$ cat src/sv/hex_grid_to_tet_indices_macros.svh
// Assertion helpers for the hex-to-tet splitter.
`ifndef HEX_GRID_TO_TET_INDICES_MACROS_SVH
`define HEX_GRID_TO_TET_INDICES_MACROS_SVH

// Same-cycle implication.
`define HGTT_ASSERT_NOW(lbl, clk_s, rst_s, ante, cons) \
	lbl: assert property (@(posedge clk_s) disable iff (!rst_s) (ante) |-> (cons)) \
		else $error("hgtt assertion failed");

// Next-cycle implication.
`define HGTT_ASSERT_NEXT(lbl, clk_s, rst_s, ante, cons) \
	lbl: assert property (@(posedge clk_s) disable iff (!rst_s) (ante) |=> (cons)) \
		else $error("hgtt assertion failed");

`endif

$ cat src/sv/hgtt_pkg.sv
`default_nettype none
package hgtt_pkg;

	localparam int IDX_W    = 25;
	localparam int VAL_W    = 16;
	localparam int REGION_W = 17;
	localparam int OFS_W    = 8;
	localparam int CREG_W   = 9;
	localparam int ADDR_W   = 5;
	localparam int DATA_W   = 32;
	localparam int SLOT_W   = 3;
	localparam int NUM_TETS = 5;

	localparam logic [SLOT_W-1:0] SLOT_FIRST = 3'd0;
	localparam logic [SLOT_W-1:0] SLOT_LAST  = 3'd4;

	typedef logic [2:0] corner_sel_t;

	// Corner k: x + (k in 1,2,5,6), y + (k in 2,3,6,7), z + (k >= 4)
	localparam corner_sel_t SPLIT_ODD [NUM_TETS][4] = '{
		'{3'd0, 3'd1, 3'd2, 3'd5},
		'{3'd0, 3'd2, 3'd3, 3'd7},
		'{3'd0, 3'd2, 3'd5, 3'd7},
		'{3'd0, 3'd4, 3'd5, 3'd7},
		'{3'd2, 3'd5, 3'd6, 3'd7}
	};
	localparam corner_sel_t SPLIT_EVEN [NUM_TETS][4] = '{
		'{3'd1, 3'd0, 3'd3, 3'd4},
		'{3'd1, 3'd3, 3'd2, 3'd6},
		'{3'd1, 3'd3, 3'd4, 3'd6},
		'{3'd1, 3'd5, 3'd4, 3'd6},
		'{3'd3, 3'd4, 3'd7, 3'd6}
	};

	// Fixed-width control from the register block
	typedef struct packed {
		logic             restart;
		logic             remove_air;
		logic             scalar_as_material;
		logic [OFS_W-1:0] value_offset;
	} ctrl_t;

	// One kept cell waiting to be split
	typedef struct packed {
		logic [IDX_W-1:0]           base_node;
		logic signed [REGION_W-1:0] region;
		logic                       material;
		logic                       odd;
	} cell_t;

endpackage
`default_nettype wire

$ cat src/sv/hgtt_cfg.sv
`default_nettype none
module hgtt_cfg
	import hgtt_pkg::*;
#(
	parameter int MAX_CELLS_PER_AXIS = 256,
	parameter int CW = $clog2(MAX_CELLS_PER_AXIS + 1)
) (
	input  wire logic              clk,
	input  wire logic              arst_n,
	input  wire logic              psel,
	input  wire logic              penable,
	input  wire logic              pwrite,
	input  wire logic [ADDR_W-1:0] paddr,
	input  wire logic [DATA_W-1:0] pwdata,
	output logic      [DATA_W-1:0] prdata,
	output logic                   pready,
	output logic      [CW-1:0]     cx,
	output logic      [CW-1:0]     cy,
	output logic      [CW-1:0]     cz,
	output logic      [IDX_W-1:0]  step_y,
	output logic      [IDX_W-1:0]  step_x,
	output logic      [IDX_W-1:0]  step_xy,
	output ctrl_t                  ctrl
);

	localparam logic [2:0] REG_CELLS_X  = 3'd0;
	localparam logic [2:0] REG_CELLS_Y  = 3'd1;
	localparam logic [2:0] REG_CELLS_Z  = 3'd2;
	localparam logic [2:0] REG_REM_AIR  = 3'd3;
	localparam logic [2:0] REG_MATERIAL = 3'd4;
	localparam logic [2:0] REG_OFFSET   = 3'd5;

	localparam int EW = (CW > CREG_W) ? CW : CREG_W;

	logic [CREG_W-1:0] cells_x_q, cells_y_q, cells_z_q;
	logic              remove_air_q, material_q;
	logic [OFS_W-1:0]  offset_q;
	logic              wr;
	logic [2:0]        idx;
	logic [CW:0]       cy1, cy2, cz1;
	logic [2*CW+1:0]   sx_full, sxy_full;

	function automatic logic [CW-1:0] eff(input logic [CREG_W-1:0] v);
		logic [EW-1:0] ve;
		ve = EW'(v);
		if (ve == '0)
			return CW'(1);
		else if (ve > EW'(MAX_CELLS_PER_AXIS))
			return CW'(MAX_CELLS_PER_AXIS);
		else
			return CW'(ve);
	endfunction

	assign pready = 1'b1;
	assign idx    = paddr[4:2];
	assign wr     = psel && penable && pwrite && pready;

	always_ff @(posedge clk or negedge arst_n) begin
		if (!arst_n) begin
			cells_x_q    <= CREG_W'(1);
			cells_y_q    <= CREG_W'(1);
			cells_z_q    <= CREG_W'(1);
			remove_air_q <= 1'b0;
			material_q   <= 1'b0;
			offset_q     <= '0;
		end else if (wr) begin
			case (idx)
				REG_CELLS_X:  cells_x_q    <= pwdata[CREG_W-1:0];
				REG_CELLS_Y:  cells_y_q    <= pwdata[CREG_W-1:0];
				REG_CELLS_Z:  cells_z_q    <= pwdata[CREG_W-1:0];
				REG_REM_AIR:  remove_air_q <= pwdata[0];
				REG_MATERIAL: material_q   <= pwdata[0];
				REG_OFFSET:   offset_q     <= pwdata[OFS_W-1:0];
				default:      ;
			endcase
		end
	end

	always_comb begin
		case (idx)
			REG_CELLS_X:  prdata = DATA_W'(cells_x_q);
			REG_CELLS_Y:  prdata = DATA_W'(cells_y_q);
			REG_CELLS_Z:  prdata = DATA_W'(cells_z_q);
			REG_REM_AIR:  prdata = DATA_W'(remove_air_q);
			REG_MATERIAL: prdata = DATA_W'(material_q);
			REG_OFFSET:   prdata = DATA_W'(offset_q);
			default:      prdata = '0;
		endcase
	end

	assign cx = eff(cells_x_q);
	assign cy = eff(cells_y_q);
	assign cz = eff(cells_z_q);

	// node strides: z 1, y (cz+1), x (cy+1)(cz+1); x+y stride (cy+2)(cz+1)
	assign cy1      = (CW + 1)'(cy) + (CW + 1)'(1);
	assign cy2      = (CW + 1)'(cy) + (CW + 1)'(2);
	assign cz1      = (CW + 1)'(cz) + (CW + 1)'(1);
	assign sx_full  = (2 * CW + 2)'(cy1) * (2 * CW + 2)'(cz1);
	assign sxy_full = (2 * CW + 2)'(cy2) * (2 * CW + 2)'(cz1);

	always_ff @(posedge clk or negedge arst_n) begin
		if (!arst_n) begin
			step_y  <= IDX_W'(2);
			step_x  <= IDX_W'(4);
			step_xy <= IDX_W'(6);
		end else begin
			step_y  <= IDX_W'(cz1);
			step_x  <= IDX_W'(sx_full);
			step_xy <= IDX_W'(sxy_full);
		end
	end

	assign ctrl.restart            = wr && (idx == REG_CELLS_X || idx == REG_CELLS_Y ||
		idx == REG_CELLS_Z);
	assign ctrl.remove_air         = remove_air_q;
	assign ctrl.scalar_as_material = material_q;
	assign ctrl.value_offset       = offset_q;

endmodule
`default_nettype wire

$ cat src/sv/hgtt_scan.sv
`default_nettype none
module hgtt_scan
	import hgtt_pkg::*;
#(
	parameter int MAX_CELLS_PER_AXIS = 256,
	parameter int CW = $clog2(MAX_CELLS_PER_AXIS + 1),
	parameter int PW = $clog2(MAX_CELLS_PER_AXIS)
) (
	input  wire logic                    clk,
	input  wire logic                    arst_n,
	input  wire logic      [CW-1:0]      cx,
	input  wire logic      [CW-1:0]      cy,
	input  wire logic      [CW-1:0]      cz,
	input  wire ctrl_t                   ctrl,
	input  wire logic                    in_valid,
	output logic                         in_ready,
	input  wire logic signed [VAL_W-1:0] voxel_value,
	input  wire logic                    cell_free,
	output logic                         cell_valid_s1,
	output cell_t                        cell_s1
);

	logic [PW-1:0]              pos_x_q, pos_y_q, pos_z_q;
	logic [IDX_W-1:0]           base_q;
	logic                       accept, keep;
	logic                       z_end, y_end, x_end;
	logic signed [REGION_W-1:0] region;

	assign in_ready = !cell_valid_s1 || cell_free;
	assign accept   = in_valid && in_ready;

	assign region = REGION_W'(voxel_value) - REGION_W'($signed({1'b0, ctrl.value_offset}));
	assign keep   = !(region == '0 && ctrl.remove_air);

	assign z_end = (CW'(pos_z_q) == cz - CW'(1));
	assign y_end = (CW'(pos_y_q) == cy - CW'(1));
	assign x_end = (CW'(pos_x_q) == cx - CW'(1));

	// Raster walk; base node follows by the stride jump of each wrap
	always_ff @(posedge clk or negedge arst_n) begin
		if (!arst_n) begin
			pos_x_q <= '0;
			pos_y_q <= '0;
			pos_z_q <= '0;
			base_q  <= '0;
		end else if (ctrl.restart) begin
			pos_x_q <= '0;
			pos_y_q <= '0;
			pos_z_q <= '0;
			base_q  <= '0;
		end else if (accept) begin
			if (!z_end) begin
				pos_z_q <= pos_z_q + PW'(1);
				base_q  <= base_q + IDX_W'(1);
			end else if (!y_end) begin
				pos_z_q <= '0;
				pos_y_q <= pos_y_q + PW'(1);
				base_q  <= base_q + IDX_W'(2);
			end else if (!x_end) begin
				pos_z_q <= '0;
				pos_y_q <= '0;
				pos_x_q <= pos_x_q + PW'(1);
				base_q  <= base_q + IDX_W'(cz) + IDX_W'(3);
			end else begin
				pos_z_q <= '0;
				pos_y_q <= '0;
				pos_x_q <= '0;
				base_q  <= '0;
			end
		end
	end

	always_ff @(posedge clk or negedge arst_n) begin
		if (!arst_n)
			cell_valid_s1 <= 1'b0;
		else if (accept)
			cell_valid_s1 <= keep;
		else if (cell_free)
			cell_valid_s1 <= 1'b0;
	end

	always_ff @(posedge clk) begin
		if (accept) begin
			cell_s1.base_node <= base_q;
			cell_s1.region    <= region;
			cell_s1.material  <= ctrl.scalar_as_material;
			cell_s1.odd       <= pos_x_q[0] ^ pos_y_q[0] ^ pos_z_q[0];
		end
	end

endmodule
`default_nettype wire

$ cat src/sv/hgtt_emit.sv
`default_nettype none
`include "hex_grid_to_tet_indices_macros.svh"
module hgtt_emit
	import hgtt_pkg::*;
(
	input  wire logic                      clk,
	input  wire logic                      arst_n,
	input  wire logic                      cell_valid_s1,
	input  wire cell_t                     cell_s1,
	input  wire logic      [IDX_W-1:0]     step_y,
	input  wire logic      [IDX_W-1:0]     step_x,
	input  wire logic      [IDX_W-1:0]     step_xy,
	output logic                           cell_free,
	output logic                           out_valid_s2,
	input  wire logic                      out_ready,
	output logic      [IDX_W-1:0]          corner_s2 [4],
	output logic      [SLOT_W-1:0]         tet_slot_s2,
	output logic signed [REGION_W-1:0]     region_s2,
	output logic                           material_s2,
	output logic                           last_tet_s2
);

	logic [SLOT_W-1:0] slot_q;
	logic              load;
	logic [IDX_W-1:0]  corner_n [4];

	// node of corner k relative to the cell's low corner
	function automatic logic [IDX_W-1:0] corner_node(
		input logic [IDX_W-1:0] base,
		input corner_sel_t      sel,
		input logic [IDX_W-1:0] sy,
		input logic [IDX_W-1:0] sx,
		input logic [IDX_W-1:0] sxy
	);
		logic [IDX_W-1:0] ofs;
		case ({sel[0] ^ sel[1], sel[1]})
			2'b10:   ofs = sx;
			2'b11:   ofs = sxy;
			2'b01:   ofs = sy;
			default: ofs = '0;
		endcase
		return base + ofs + IDX_W'(sel[2]);
	endfunction

	assign load      = cell_valid_s1 && (!out_valid_s2 || out_ready);
	assign cell_free = load && (slot_q == SLOT_LAST);

	always_comb begin
		for (int j = 0; j < 4; j++) begin
			corner_n[j] = corner_node(cell_s1.base_node,
				cell_s1.odd ? SPLIT_ODD[slot_q][j] : SPLIT_EVEN[slot_q][j],
				step_y, step_x, step_xy);
		end
	end

	always_ff @(posedge clk or negedge arst_n) begin
		if (!arst_n) begin
			slot_q       <= SLOT_FIRST;
			out_valid_s2 <= 1'b0;
		end else begin
			if (load)
				slot_q <= (slot_q == SLOT_LAST) ? SLOT_FIRST : slot_q + SLOT_W'(1);
			if (load)
				out_valid_s2 <= 1'b1;
			else if (out_ready)
				out_valid_s2 <= 1'b0;
		end
	end

	always_ff @(posedge clk) begin
		if (load) begin
			corner_s2   <= corner_n;
			tet_slot_s2 <= slot_q;
			region_s2   <= cell_s1.region;
			material_s2 <= cell_s1.material;
			last_tet_s2 <= (slot_q == SLOT_LAST);
		end
	end

	`HGTT_ASSERT_NOW(a_last_matches_slot, clk, arst_n, out_valid_s2, last_tet_s2 == (tet_slot_s2 == SLOT_LAST))
	`HGTT_ASSERT_NOW(a_slot_in_range, clk, arst_n, 1'b1, slot_q <= SLOT_LAST)
	`HGTT_ASSERT_NOW(a_empty_slot_zero, clk, arst_n, !cell_valid_s1, slot_q == SLOT_FIRST)
	`HGTT_ASSERT_NEXT(a_release_marks_last, clk, arst_n, cell_free, out_valid_s2 && last_tet_s2)

endmodule
`default_nettype wire

$ cat src/sv/hex_grid_to_tet_indices.sv
// Channel   Handshake               Payload
// voxel in  in_valid / in_ready     voxel_value
// tet out   out_valid / out_ready   corner_a..d, tet_slot, region_value, material_applied, last_tet
// config    APB psel/penable/pwrite paddr, pwdata, prdata (pready tied high)
//
// A kept cell gives five tetrahedra, one per cycle from the output register while out_ready
// is high; the slot counter of the emitter steps through them. A skipped (air) cell is not held
// and gives no tetrahedra. A kept cell is registered first, then split into the output register.
// The next voxel is taken in the cycle the fifth tetrahedron of the held cell is loaded.
// Reset (arst_n low) clears registers to 1x1x1 cells, origin scan position, no valid transactions.
// A stalled output holds the result; the held cell waits and in_ready drops until it is split.
`default_nettype none
module hex_grid_to_tet_indices
	import hgtt_pkg::*;
#(
	parameter int MAX_CELLS_PER_AXIS = 256
) (
	input  wire logic                      clk,
	input  wire logic                      arst_n,
	// configuration
	input  wire logic                      psel,
	input  wire logic                      penable,
	input  wire logic                      pwrite,
	input  wire logic      [ADDR_W-1:0]    paddr,
	input  wire logic      [DATA_W-1:0]    pwdata,
	output logic      [DATA_W-1:0]         prdata,
	output logic                           pready,
	// voxel stream
	input  wire logic                      in_valid,
	output logic                           in_ready,
	input  wire logic signed [VAL_W-1:0]   voxel_value,
	// tetrahedron stream
	output logic                           out_valid,
	input  wire logic                      out_ready,
	output logic      [IDX_W-1:0]          corner_a,
	output logic      [IDX_W-1:0]          corner_b,
	output logic      [IDX_W-1:0]          corner_c,
	output logic      [IDX_W-1:0]          corner_d,
	output logic      [SLOT_W-1:0]         tet_slot,
	output logic signed [REGION_W-1:0]     region_value,
	output logic                           material_applied,
	output logic                           last_tet
);

	// effective extent width (holds MAX itself) and scan position width
	localparam int CW = $clog2(MAX_CELLS_PER_AXIS + 1);
	localparam int PW = $clog2(MAX_CELLS_PER_AXIS);

	logic [CW-1:0]    cx, cy, cz;
	logic [IDX_W-1:0] step_y, step_x, step_xy;
	ctrl_t            ctrl;
	logic             cell_valid_s1, cell_free;
	cell_t            cell_s1;
	logic [IDX_W-1:0] corner_s2 [4];

	// register block: extents are clamped here, strides registered
	hgtt_cfg #(
		.MAX_CELLS_PER_AXIS(MAX_CELLS_PER_AXIS),
		.CW(CW)
	) u_cfg (
		.clk     (clk),
		.arst_n  (arst_n),
		.psel    (psel),
		.penable (penable),
		.pwrite  (pwrite),
		.paddr   (paddr),
		.pwdata  (pwdata),
		.prdata  (prdata),
		.pready  (pready),
		.cx      (cx),
		.cy      (cy),
		.cz      (cz),
		.step_y  (step_y),
		.step_x  (step_x),
		.step_xy (step_xy),
		.ctrl    (ctrl)
	);

	// raster walk, region value, air drop; holds one kept cell
	hgtt_scan #(
		.MAX_CELLS_PER_AXIS(MAX_CELLS_PER_AXIS),
		.CW(CW),
		.PW(PW)
	) u_scan (
		.clk           (clk),
		.arst_n        (arst_n),
		.cx            (cx),
		.cy            (cy),
		.cz            (cz),
		.ctrl          (ctrl),
		.in_valid      (in_valid),
		.in_ready      (in_ready),
		.voxel_value   (voxel_value),
		.cell_free     (cell_free),
		.cell_valid_s1 (cell_valid_s1),
		.cell_s1       (cell_s1)
	);

	// five-slot splitter into the output register
	hgtt_emit u_emit (
		.clk           (clk),
		.arst_n        (arst_n),
		.cell_valid_s1 (cell_valid_s1),
		.cell_s1       (cell_s1),
		.step_y        (step_y),
		.step_x        (step_x),
		.step_xy       (step_xy),
		.cell_free     (cell_free),
		.out_valid_s2  (out_valid),
		.out_ready     (out_ready),
		.corner_s2     (corner_s2),
		.tet_slot_s2   (tet_slot),
		.region_s2     (region_value),
		.material_s2   (material_applied),
		.last_tet_s2   (last_tet)
	);

	assign corner_a = corner_s2[0];
	assign corner_b = corner_s2[1];
	assign corner_c = corner_s2[2];
	assign corner_d = corner_s2[3];

endmodule
`default_nettype wire
$ cat config.mk
export PLATFORM = sky130hd
export DESIGN_NAME = hex_grid_to_tet_indices
export DESIGN_NICKNAME = d
export VERILOG_FILES = /design/src/sv/hgtt_pkg.sv /design/src/sv/hgtt_cfg.sv /design/src/sv/hgtt_scan.sv /design/src/sv/hgtt_emit.sv /design/src/sv/hex_grid_to_tet_indices.sv
export VERILOG_INCLUDE_DIRS = /design/src /design/src/sv
export SDC_FILE = /design/constraint.sdc
export NUM_CORES = 1
export LEC_CHECK = 0
export BUFFER_PORTS_ARGS = -buffer_cell sky130_fd_sc_hd__buf_2
export CORE_MARGIN = 4
export CORE_UTILIZATION = 35
export DETAILED_ROUTE_END_ITERATION = 10
export PLACE_DENSITY = 0.57
export SETUP_SLACK_MARGIN = 0.15
export SLEW_MARGIN = 20
export SYNTH_ARGS = -nofsm -noshare
export SYNTH_HDL_FRONTEND = slang
export SYNTH_HIERARCHICAL = 1
export SYNTH_SLANG_ARGS = --single-unit
$ cat constraint.sdc
create_clock -name clk -period 17.79 [get_ports clk]
set_input_delay 1.779 -clock clk [delete_from_list [all_inputs] [get_ports clk]]
set_output_delay 1.779 -clock clk [all_outputs]
set_load 0.005 [all_outputs]
# Word level (Yosys, flattened, before mapping)
# Memories as Yosys holds them, arrays and structs flattened.
# Cells that the tools add are included.
classes:
  mux: 41
  order_cmp: 4
  eq_ne: 21
  n_reduce_logical: 32
  mul: 2
  addsub: 23
  bitwise_logic: 7
ops:
  columns: ["op", "n"]
  rows:
  - ["$pmux 20 s3", 4]
  - ["$mux 25", 5]
  - ["$add 25x1->25", 4]
  - ["$add 25x20->25", 4]
  - ["$mux 8", 12]
  - ["$mux 9", 6]
  - ["$pmux 9 s6", 1]
  - ["$add 25x2->25 const B", 2]
  - ["$mux 12", 4]
  - ["$mul 10x10->20", 2]
  - ["$eq 8x9->1", 3]
  - ["$gt 9x9->1 const B", 3]
  - ["$logic_not 9->1", 3]
  - ["$sub 9x1->9 const B", 3]
  - ["$add 25x1->25 const B", 1]
  - ["$add 25x9->25", 1]
  - ["$add 8x1->8 const B", 3]
  - ["$add 9x1->10 const B", 2]
  - ["$logic_not 17->1", 1]
  - ["$sub 16x9->17", 1]
  - ["$eq 2x2->1 const B", 8]
  - ["$mux 3", 5]
  - ["$reduce_and 2->1", 7]
  - ["$add 9x2->10 const B", 1]
  - ["15 further kinds", 44]
totals:
  mem_bits_ro: 192
  register_bits: 307
  memories: 2
  output_inout_bits: 157
  elab_cells: 160
memory_table:
  columns: ["memory", "words", "width", "read_ports", "rd_ports_with_merged_regs", "write_ports", "line_no", "text"]
  rows:
  - ["(no name shown)", 8, 12, 1, 0, 0, "hgtt_emit.sv:51", "cell_s1.odd ? SPLIT_ODD[slot_q][j] : SPLIT_EVEN[slot_q][j],"]
  - ["(no name shown)", 8, 12, 1, 0, 0, "hgtt_emit.sv:51", null]

# Longest topological paths before layout
# Gate-level depths: netlist of the first run.
logic_depth:
  ltp_word: 10
  mapped_depth: 28
  ltp_nobuf: 26

# By module
# The synthesis of the first run kept the hierarchy.
by_module_without_submodules:
  columns: ["mod", "cells_per_inst", "area_each_um2", "instances", "seq_area_each_um2"]
  rows:
  - ["hgtt_emit", 1213, 10979.3, 1, 3763.6]
  - ["hgtt_cfg", 1084, 10316.1, 1, 2185.8]
  - ["hgtt_scan", 820, 7148.1, 1, 2572.5]

# Least setup slack after synthesis of the first run
# OpenSTA, ideal clock, no wires.
synth_path:
  path_type: "reg-to-reg"
  startpoint: "register u_cfg.cells_z_q[4]"
  endpoint: "register u_cfg.step_x[16]"
  t_arrival_ps: 6947
  setup_time_ps: 124
  path_stages_with_launch: 26
  path_slack_ps: 10719
  cell_sequence: "dfrtp_1 -> or4_1 -> or4_1 -> a21oi_1 -> buf_2 -> ha_1 -> xor2_1 -> clkbuf_1 -> nand2_1 -> fa_1 -> inv_1 -> fa_1 -> inv_1 -> fa_1 -> inv_1 -> fa_1 -> inv_1 -> fa_1 -> inv_1 -> ha_1 -> a21oi_1 -> or2_2 -> a21oi_1 -> a21oi_1 -> a311o_1 -> xnor2_1"
synth_via:
  elab_chain_len: 5
  word_cells_on_any_way: 6
  classes_between: "add/sub: 1; mul: 1; order compare: 1; mux: 2; reduce/logical: 1"
synth_rtl:
  columns: ["item", "line_no", "text"]
  rows:
  - ["from (decl)", "hgtt_cfg.sv:35", "logic [CREG_W-1:0] cells_x_q, cells_y_q, cells_z_q;"]
  - ["from (signal assigned)", "hgtt_cfg.sv:70", "REG_CELLS_Z: cells_z_q <= pwdata[CREG_W-1:0];"]
  - ["$gt 9x9->1", "hgtt_cfg.sv:48", "else if (ve > EW'(MAX_CELLS_PER_AXIS))"]
  - ["$mux 9", "hgtt_cfg.sv:48", null]
  - ["$mux 9 *", "hgtt_cfg.sv:46", "if (ve == '0)"]
  - ["via cz[0]", "hex_grid_to_tet_indices.sv:49", "logic [CW-1:0] cx, cy, cz;"]
  - ["$add 9x1->10 *", "hgtt_cfg.sv:98", "assign cz1 = (CW + 1)'(cz) + (CW + 1)'(1);"]
  - ["via u_cfg.cz1[2]", "hgtt_cfg.sv:40", "logic [CW:0] cy1, cy2, cz1;"]
  - ["$mul 10x10->20 *", "hgtt_cfg.sv:99", "assign sx_full = (2 * CW + 2)'(cy1) * (2 * CW + 2)'(cz1);"]
  - ["via u_cfg.sx_full[16]", "hgtt_cfg.sv:41", "logic [2*CW+1:0] sx_full, sxy_full;"]
  - ["to (signal assigned)", "hgtt_cfg.sv:109", "step_x <= IDX_W'(sx_full);"]
  - ["to (decl)", "hgtt_cfg.sv:21", "output logic [IDX_W-1:0] step_x,"]
# The timed path passes the listed nets; every way through them passes the cells marked *.
# A chain may end at the register's enable or synchronous reset.

# Final worst setup path of the first run
layout_path:
  startpoint: "register u_cfg.cells_y_q[7]"
  endpoint: "register u_cfg.step_x[16]"
layout_via:
  elab_chain_len: 5
  word_cells_on_any_way: 6
  classes_between: "add/sub: 1; mul: 1; order compare: 1; mux: 2; reduce/logical: 1"
layout_rtl:
  columns: ["item", "line_no", "text"]
  rows:
  - ["from (decl)", "hgtt_cfg.sv:35", null]
  - ["from (signal assigned)", "hgtt_cfg.sv:69", "REG_CELLS_Y: cells_y_q <= pwdata[CREG_W-1:0];"]
  - ["$gt 9x9->1", "hgtt_cfg.sv:48", null]
  - ["$mux 9", "hgtt_cfg.sv:48", null]
  - ["$mux 9 *", "hgtt_cfg.sv:46", null]
  - ["via cy[0]", "hex_grid_to_tet_indices.sv:49", null]
  - ["$add 9x1->10 *", "hgtt_cfg.sv:96", "assign cy1 = (CW + 1)'(cy) + (CW + 1)'(1);"]
  - ["$mul 10x10->20 *", "hgtt_cfg.sv:99", null]
  - ["via u_cfg.sx_full[16]", "hgtt_cfg.sv:41", null]
# Marks and branches as above.

==> flow_summary.ini, run 1 <==
[cts]
cts_hold_buffers = 0
clk_pin_slew_ps = 60
cts_buffers = 38
h-tree-depth = 2
cts_buffer_depth = 3
cts_setup_buffers = 0
worstSkewPairLatency_ps = 570
numClockSinks = 307
ctsRootBufferMaster = clkbuf_16
cts_tree = built
ctsResizeCount = 0

[timing]
final-hold-violation-count = 0
fin_skew_ps = 18.9
fin_crit_ps = 7890
period_share_pct = 44.4
relSlewSlack_pct = 23.3
rsz0062_at_grt = no
finalSetupViolations = 0
final.setup.tns_ps = 0
clock.fmax_mhz = 127
final.setup.worst_slack_ps = 9900
slew_violations = 0
tightest_slew_ps = 1140

[floorplan]
core_region_area_um2 = 80500
die-area_um2 = 85900
fp.dieH_um = 293
rows = 104
die_w_um = 293
start_util_pct = 35.3
io_pins = 217

[cells_and_area]
multi_input_area_um2 = 18600
final_common_cell = nand2_1
fin_nets = 3692
final_cell_mix = 315 x nand2_1, 265 x nor2_1, 244 x ha_1
final_core_util_pct = 39.2
syn_to_final_growth_pct = 11.1
drive_gt1_share_pct = 12.0
final-seq-area_um2 = 8520
fill_cells = 8099

[drt]
drc = 0
ant_nets = 0
vias_per_cell = 5.34
drt-pass1-iter-count = 5
wl_per_cell_um = 18.9
totalWireLength_um = 82000
vias = 23200
drt_iter0_drc = 1789

[setup_path]
worst-setup-path-type = flip-flop to flip-flop
rr_endpoint = u_cfg/step_x[16]
arrival_ps = 8330
r2r-start = u_cfg/cells_y_q[7]
r2r_slack_ps = 9900
end_kind = flip-flop
path_max_fanout = 14
cp-start-kind = flip-flop
cp.required_ps = 18230
worstRegToRegCells = 26

[power_and_ir_drop]
vdd_drop_max_mv = 0.105
cellLeakagePower_uw = 0.0139
powerDensity_nw_per_um2 = 191
p_total_uw = 6040

[synth]
synth_area_leaders = edfxtp_1 18%, dfrtp_1 12%, ha_1 11%
synth_top_cell_area_share_pct = 17.5
ys_seq_area_share_pct = 30.0
synth_top_area_cell = edfxtp_1
synth-seq-cells = 307
ys_warn_count = 6
syn_area_um2 = 28400
synth-edff-count = 166
async_flop_share_pct = 45.9
syn_inst = 3117
ys.flop_type = edfxtp_1
ys_types = 103
synth.avg_cell_area_um2 = 9.13

[global_routing]
grt_overflow = 0
grtUsageTotal_pct = 18.7
grt_pass1_wl_um = 129000
grt_start_max_net_pins = 79
grt_pass1_vias = 22400
antenna_found_initial = 1

[place]
port_buffers = 167
dp_slack_ps = 9990
place_congestion = 0.909
dpl.hpwl_um = 62800

[worst_hold_path]
min_delay_worst_endpoint = u_emit/region_s2[9]
hold_path.class = flip-flop to flip-flop
worstHoldStart = u_scan/cell_s1[11]
hold_path_depth = 0

[run]
drv_cap = 0

[outcome]
outcome = completed
==> layout make-up <==
| cell class | instances | area share (%) |
|---|---|---|
| sequential | 307 | 27.0 |
| multi-input combinational | 2503 | 58.8 |
| tap | 1060 | 4.20 |
| timing repair buffer | 196 | 3.35 |
| clock inverter | 20 | 0.847 |
| inverter | 210 | 2.51 |
| antenna | 1 | 0.00792 |
| clock buffer | 49 | 3.33 |
==> how the worst max path moves through the flow <==
| stage | start | end | depth (start not counted) |
|---|---|---|---|
| 6_report | u_cfg/cells_y_q[7] | u_cfg/step_x[16] | 26 |
| 2_1_floorplan | u_cfg/cells_z_q[4] | u_cfg/step_x[16] | 25 |
| 4_1_cts | u_cfg/cells_y_q[7] | u_cfg/step_x[16] | 26 |
| 3_3_place_gp | u_cfg/cells_y_q[7] | u_cfg/step_x[16] | 26 |
| 3_5_place_dp | u_cfg/cells_y_q[7] | u_cfg/step_x[16] | 26 |
| 5_1_grt | u_cfg/cells_y_q[7] | u_cfg/step_x[16] | 26 |
==> state kept, by name (all words and copies together) (netlist names) <==
signal	count
u_cfg/material_q	1
u_scan/base_q	25
u_emit/region_s2	17
u_cfg/step_x	20
u_cfg/offset_q	8
u_scan/pos_y_q	8
u_scan/pos_x_q	8
u_emit/slot_q	3
u_cfg/cells_y_q	9
u_emit/material_s2	1
u_cfg/cells_x_q	9
u_cfg/remove_air_q	1
u_emit/corner_s2	100
u_scan/cell_s1	44
u_emit/out_valid_s2	1
u_cfg/step_xy	20
u_scan/cell_valid_s1	1
u_emit/tet_slot_s2	3
u_cfg/step_y	10
u_emit/last_tet_s2	1
u_scan/pos_z_q	8
u_cfg/cells_z_q	9
==> metrics by stage <==
step                instance area, um2  std cells  hold slack, ps
global route                     31600       4346             427
floorplan                        28800       3203             400
detailed placement               30300       4276             405
CTS                              31600       4345             417
finish                           31600       4346             417
global placement                 30300       4276             403
==> report_power, final <==
part,leakage (uW),switching [uW],internal [uW]
sequential,0.00339,251,1140
clock,0.000638,329,496
combinational,0.00988,2310,1510
total,0.0139,2890,3150
==> synthesized netlist by cell type (all sizes together), types with 9 or more instances <==
| master | instances |
|---|---|
| dfrtp | 134 |
| or4 | 11 |
| xor2 | 90 |
| a31o | 10 |
| and3 | 30 |
| inv | 210 |
| a31oi | 27 |
| ha | 244 |
| o2111ai | 10 |
| and2 | 25 |
| o31ai | 15 |
| o211ai | 23 |
| a21o | 46 |
| or2 | 13 |
| nand2 | 320 |
| nand4 | 44 |
| a21oi | 178 |
| edfxtp | 166 |
| o21ai | 228 |
| buf | 84 |
| nor2 | 269 |
| nor4 | 16 |
| a21boi | 13 |
| nor2b | 42 |
| a221oi | 9 |
| nor3 | 61 |
| mux2i | 84 |
| xnor2 | 129 |
| nand3 | 68 |
| fa | 132 |
| or3 | 11 |
| mux2 | 62 |
| a211oi | 25 |
| clkbuf | 99 |
| nand2b | 28 |
| o21a | 27 |
| o21bai | 15 |
==> metal layers <==
layer / vias up / track usage (%) / share of wire [%]
met5: - / 0 / 0
met4: 0 / 5.31 / 2.8
met3: 121 / 2.62 / 5.8
met2: 676 / 30.9 / 46
met1: 11200 / 25.8 / 45
li1: 11200 / - / -
==> logic make-up after synthesis <==
| logic type | share of synthesized area (%) |
|---|---|
| and+or+nand+nor | 16.2 |
| AOI/OAI and AO/OA | 15.5 |
| buffers and inverters | 6.00 |
| adders and majority gates | 20.0 |
| DFF | 30.0 |
| xor gates and xnor gates | 6.80 |
| muxes | 5.49 |
| other | 0.0264 |
==> critical path: stages (launching register included) <==
cell and delay (ps):
dfrtp_1 490, or4_4 580, nor4_1 270, nor2_1 90, or2_1 450, inv_2 390, ha_1 330, nand4_1 200
xnor2_1 480, nand2_1 140, fa_1 520, inv_1 50, fa_1 490, inv_1 50, fa_1 470, inv_1 50
fa_1 520, inv_1 50, fa_1 530, inv_1 40, ha_1 390, a21oi_1 90, or2_2 290, a21oi_1 140
a21oi_1 110, a311o_1 410, xnor2_1 130
Power figures use the tool's default switching activity.
==> run 2: changes to the inputs <==
- PLACE_DENSITY: 0.57 -> 0.59
- clock period: 17.79 -> 6.4 ns (I/O delays scaled with it)
==> run 2 against run 1 <==
The flow now finishes with violations (setup timing). Non-clock buffer count increased by 109. Maximum frequency is 23% higher. Flip-flop and latch count stayed put. Sequential share of layout area is 1.1 points lower. Power grew to 3.0 times the previous value. Final area up 4.3%. First-iteration DRC count is 12% lower. Global-route usage grew 0.25 points. Wire length increased by 1.4%. Clock skew up 17 ps. Clock power rose to 2.7 times the previous value. Largest cell class unchanged.
==> flow_summary.ini, run 2 (synthesized netlist as in run 1, its figures left out) <==
[outcome]
outcome = finished, violations left
violations = setup timing

[floorplan]
fp.dieH_um = 293
rows = 104
die-area_um2 = 85900
io_pins = 217
core_region_area_um2 = 80500
die_w_um = 293
start_util_pct = 35.3

[cts]
cts_buffers = 37
cts_tree = built
numClockSinks = 307
h-tree-depth = 2
worstSkewPairLatency_ps = 580
cts_hold_buffers = 0
clk_pin_slew_ps = 60
ctsRootBufferMaster = clkbuf_16
cts_buffer_depth = 3

[drt]
vias_per_cell = 5.28
ant_nets = 0
wl_per_cell_um = 18.7
drt_iter0_drc = 1577
drt-pass1-iter-count = 5
drc = 0
totalWireLength_um = 83100
vias = 23500

[timing]
relSlewSlack_pct = 23.2
rsz0062_at_grt = yes
slew_violations = 0
finalSetupViolations = 1
fin_skew_ps = 36.1
fin_crit_ps = 6400
period_share_pct = 100
final-hold-violation-count = 0
final.setup.worst_slack_ps = -4.67
tightest_slew_ps = 1140
clock.fmax_mhz = 156

[place]
dp_cells = 4353
placed_area_um2 = 31200
dpl.hpwl_um = 64400
place_congestion = 0.900
port_buffers = 167

[global_routing]
grt_overflow = 0
grt_pass1_vias = 23100
grt_start_max_net_pins = 80
antenna_found_initial = 3
grtUsageTotal_pct = 19.0
grt_pass1_wl_um = 130000

[setup_path]
path_max_fanout = 6
cp.required_ps = 6880
cp-start-kind = flip-flop
arrival_ps = 6880
r2r-start = u_cfg/cells_z_q[3]
cp_slowest_cell = fa_1
cpLargestDelayFamily = adder cells
critPathMostFrequentCell = fa_1
cpPeakStageDelay_ps = 580
rr_endpoint = u_cfg/step_x[16]
cp_num_buf_inv = 7
worstRegToRegCells = 26
r2r_slack_ps = -5
end_kind = flip-flop
worst-setup-path-type = flip-flop to flip-flop

[worst_hold_path]
hold_path.class = input pin to asynchronous set/reset pin

[power_and_ir_drop]
p_sw_share_pct = 47.2
vdd_drop_max_mv = 0.275
powerDensity_nw_per_um2 = 542
cellLeakagePower_uw = 0.0145
internal_power_uw = 9450
clockPowerShare_pct = 12.3
p_total_uw = 17900
pwr-share-comb_pct = 66.6
p_switching_uw = 8440
power.share.sequential_pct = 21.1

[cells_and_area]
final-instance-count-excl-fill = 4453
top_register = u_emit/corner_s2
fin_nets = 3800
finalInstanceArea_um2 = 33000
reg.largest.list = u_emit/corner_s2 (100), u_scan/cell_s1 (44), u_scan/base_q (25)
syn_to_final_growth_pct = 15.9
final_cell_mix = 311 x nand2_1, 257 x nor2_1, 228 x ha_1
drive_gt1_share_pct = 17.3
fill_cells = 8019
final_common_cell = nand2_1
largest_register_ffs = 100
num_antenna_cells = 0

[run]
drv_cap = 0
[run 2: per-stage QoR]
stage                     utilization (%)  setup TNS (ps)  setup WS [ps]  hold WS, ps
after global routing                 40.9           -2570           -251          191
after global placement               38.7            -117          -61.9          403
final                                40.9           -4.67          -4.67          127
after detailed placement             38.7            -720           -115          405
after CTS                            40.7               0           35.8          140
after floorplan                         -               0            135          344
[run 2: layout make-up]
class / instances / area, um2 / area share (%)
repair buffers: 305 / 1910 / 5.79
clock buffers: 45 / 1020 / 3.10
clock inverters: 23 / 230 / 0.698
multi-input cells: 2503 / 19200 / 58.1
flip-flops and latches: 307 / 8520 / 25.8
inverters: 210 / 803 / 2.44
well taps: 1060 / 1330 / 4.02
[run 2: what timing repair did]
item                                    in CTS  in global routing
hold endpoints to repair                     0                  0
endpoints found under the setup margin      22                 22
pin swaps                                   29                 27
buffers inserted                            20                 12
gates resized for setup                     29                 33
[run 2: per-layer routing]
metal / up-vias / global-route usage (%) / wire length, um
li1: 11400 / - / -
met1: 11400 / 25.7 / 37100
met2: 624 / 31.9 / 39500
met3: 122 / 2.58 / 4270
met4: 2 / 5.21 / 2270
met5: - / 0 / 13
[run 2: how the worst max path moves through the flow]
stage | from | slack (ps) | to | cells after the start
6_report | u_cfg/cells_z_q[3] | -5 | u_cfg/step_x[16] | 26
3_3_place_gp | u_cfg/cells_z_q[1] | -60 | u_cfg/step_x[17] | 23
4_1_cts | u_cfg/cells_z_q[3] | 40 | u_cfg/step_xy[19] | 25
5_1_grt | u_cfg/cells_z_q[3] | -250 | u_cfg/step_x[16] | 25
3_5_place_dp | u_cfg/cells_z_q[1] | -110 | u_cfg/step_x[16] | 24
2_1_floorplan | u_cfg/cells_z_q[1] | 130 | u_cfg/step_x[16] | 22
[run 2: power by group through the flow]
stage          Sequential (uW)  Combinational, uW  Clock, uW
2_1_floorplan             3580               7970          0
3_3_place_gp              3800              11200          0
3_5_place_dp              3810              11300          0
4_1_cts                   3780              11600       2260
5_1_grt                   3860              13200       2330
6_report                  3780              11900       2190
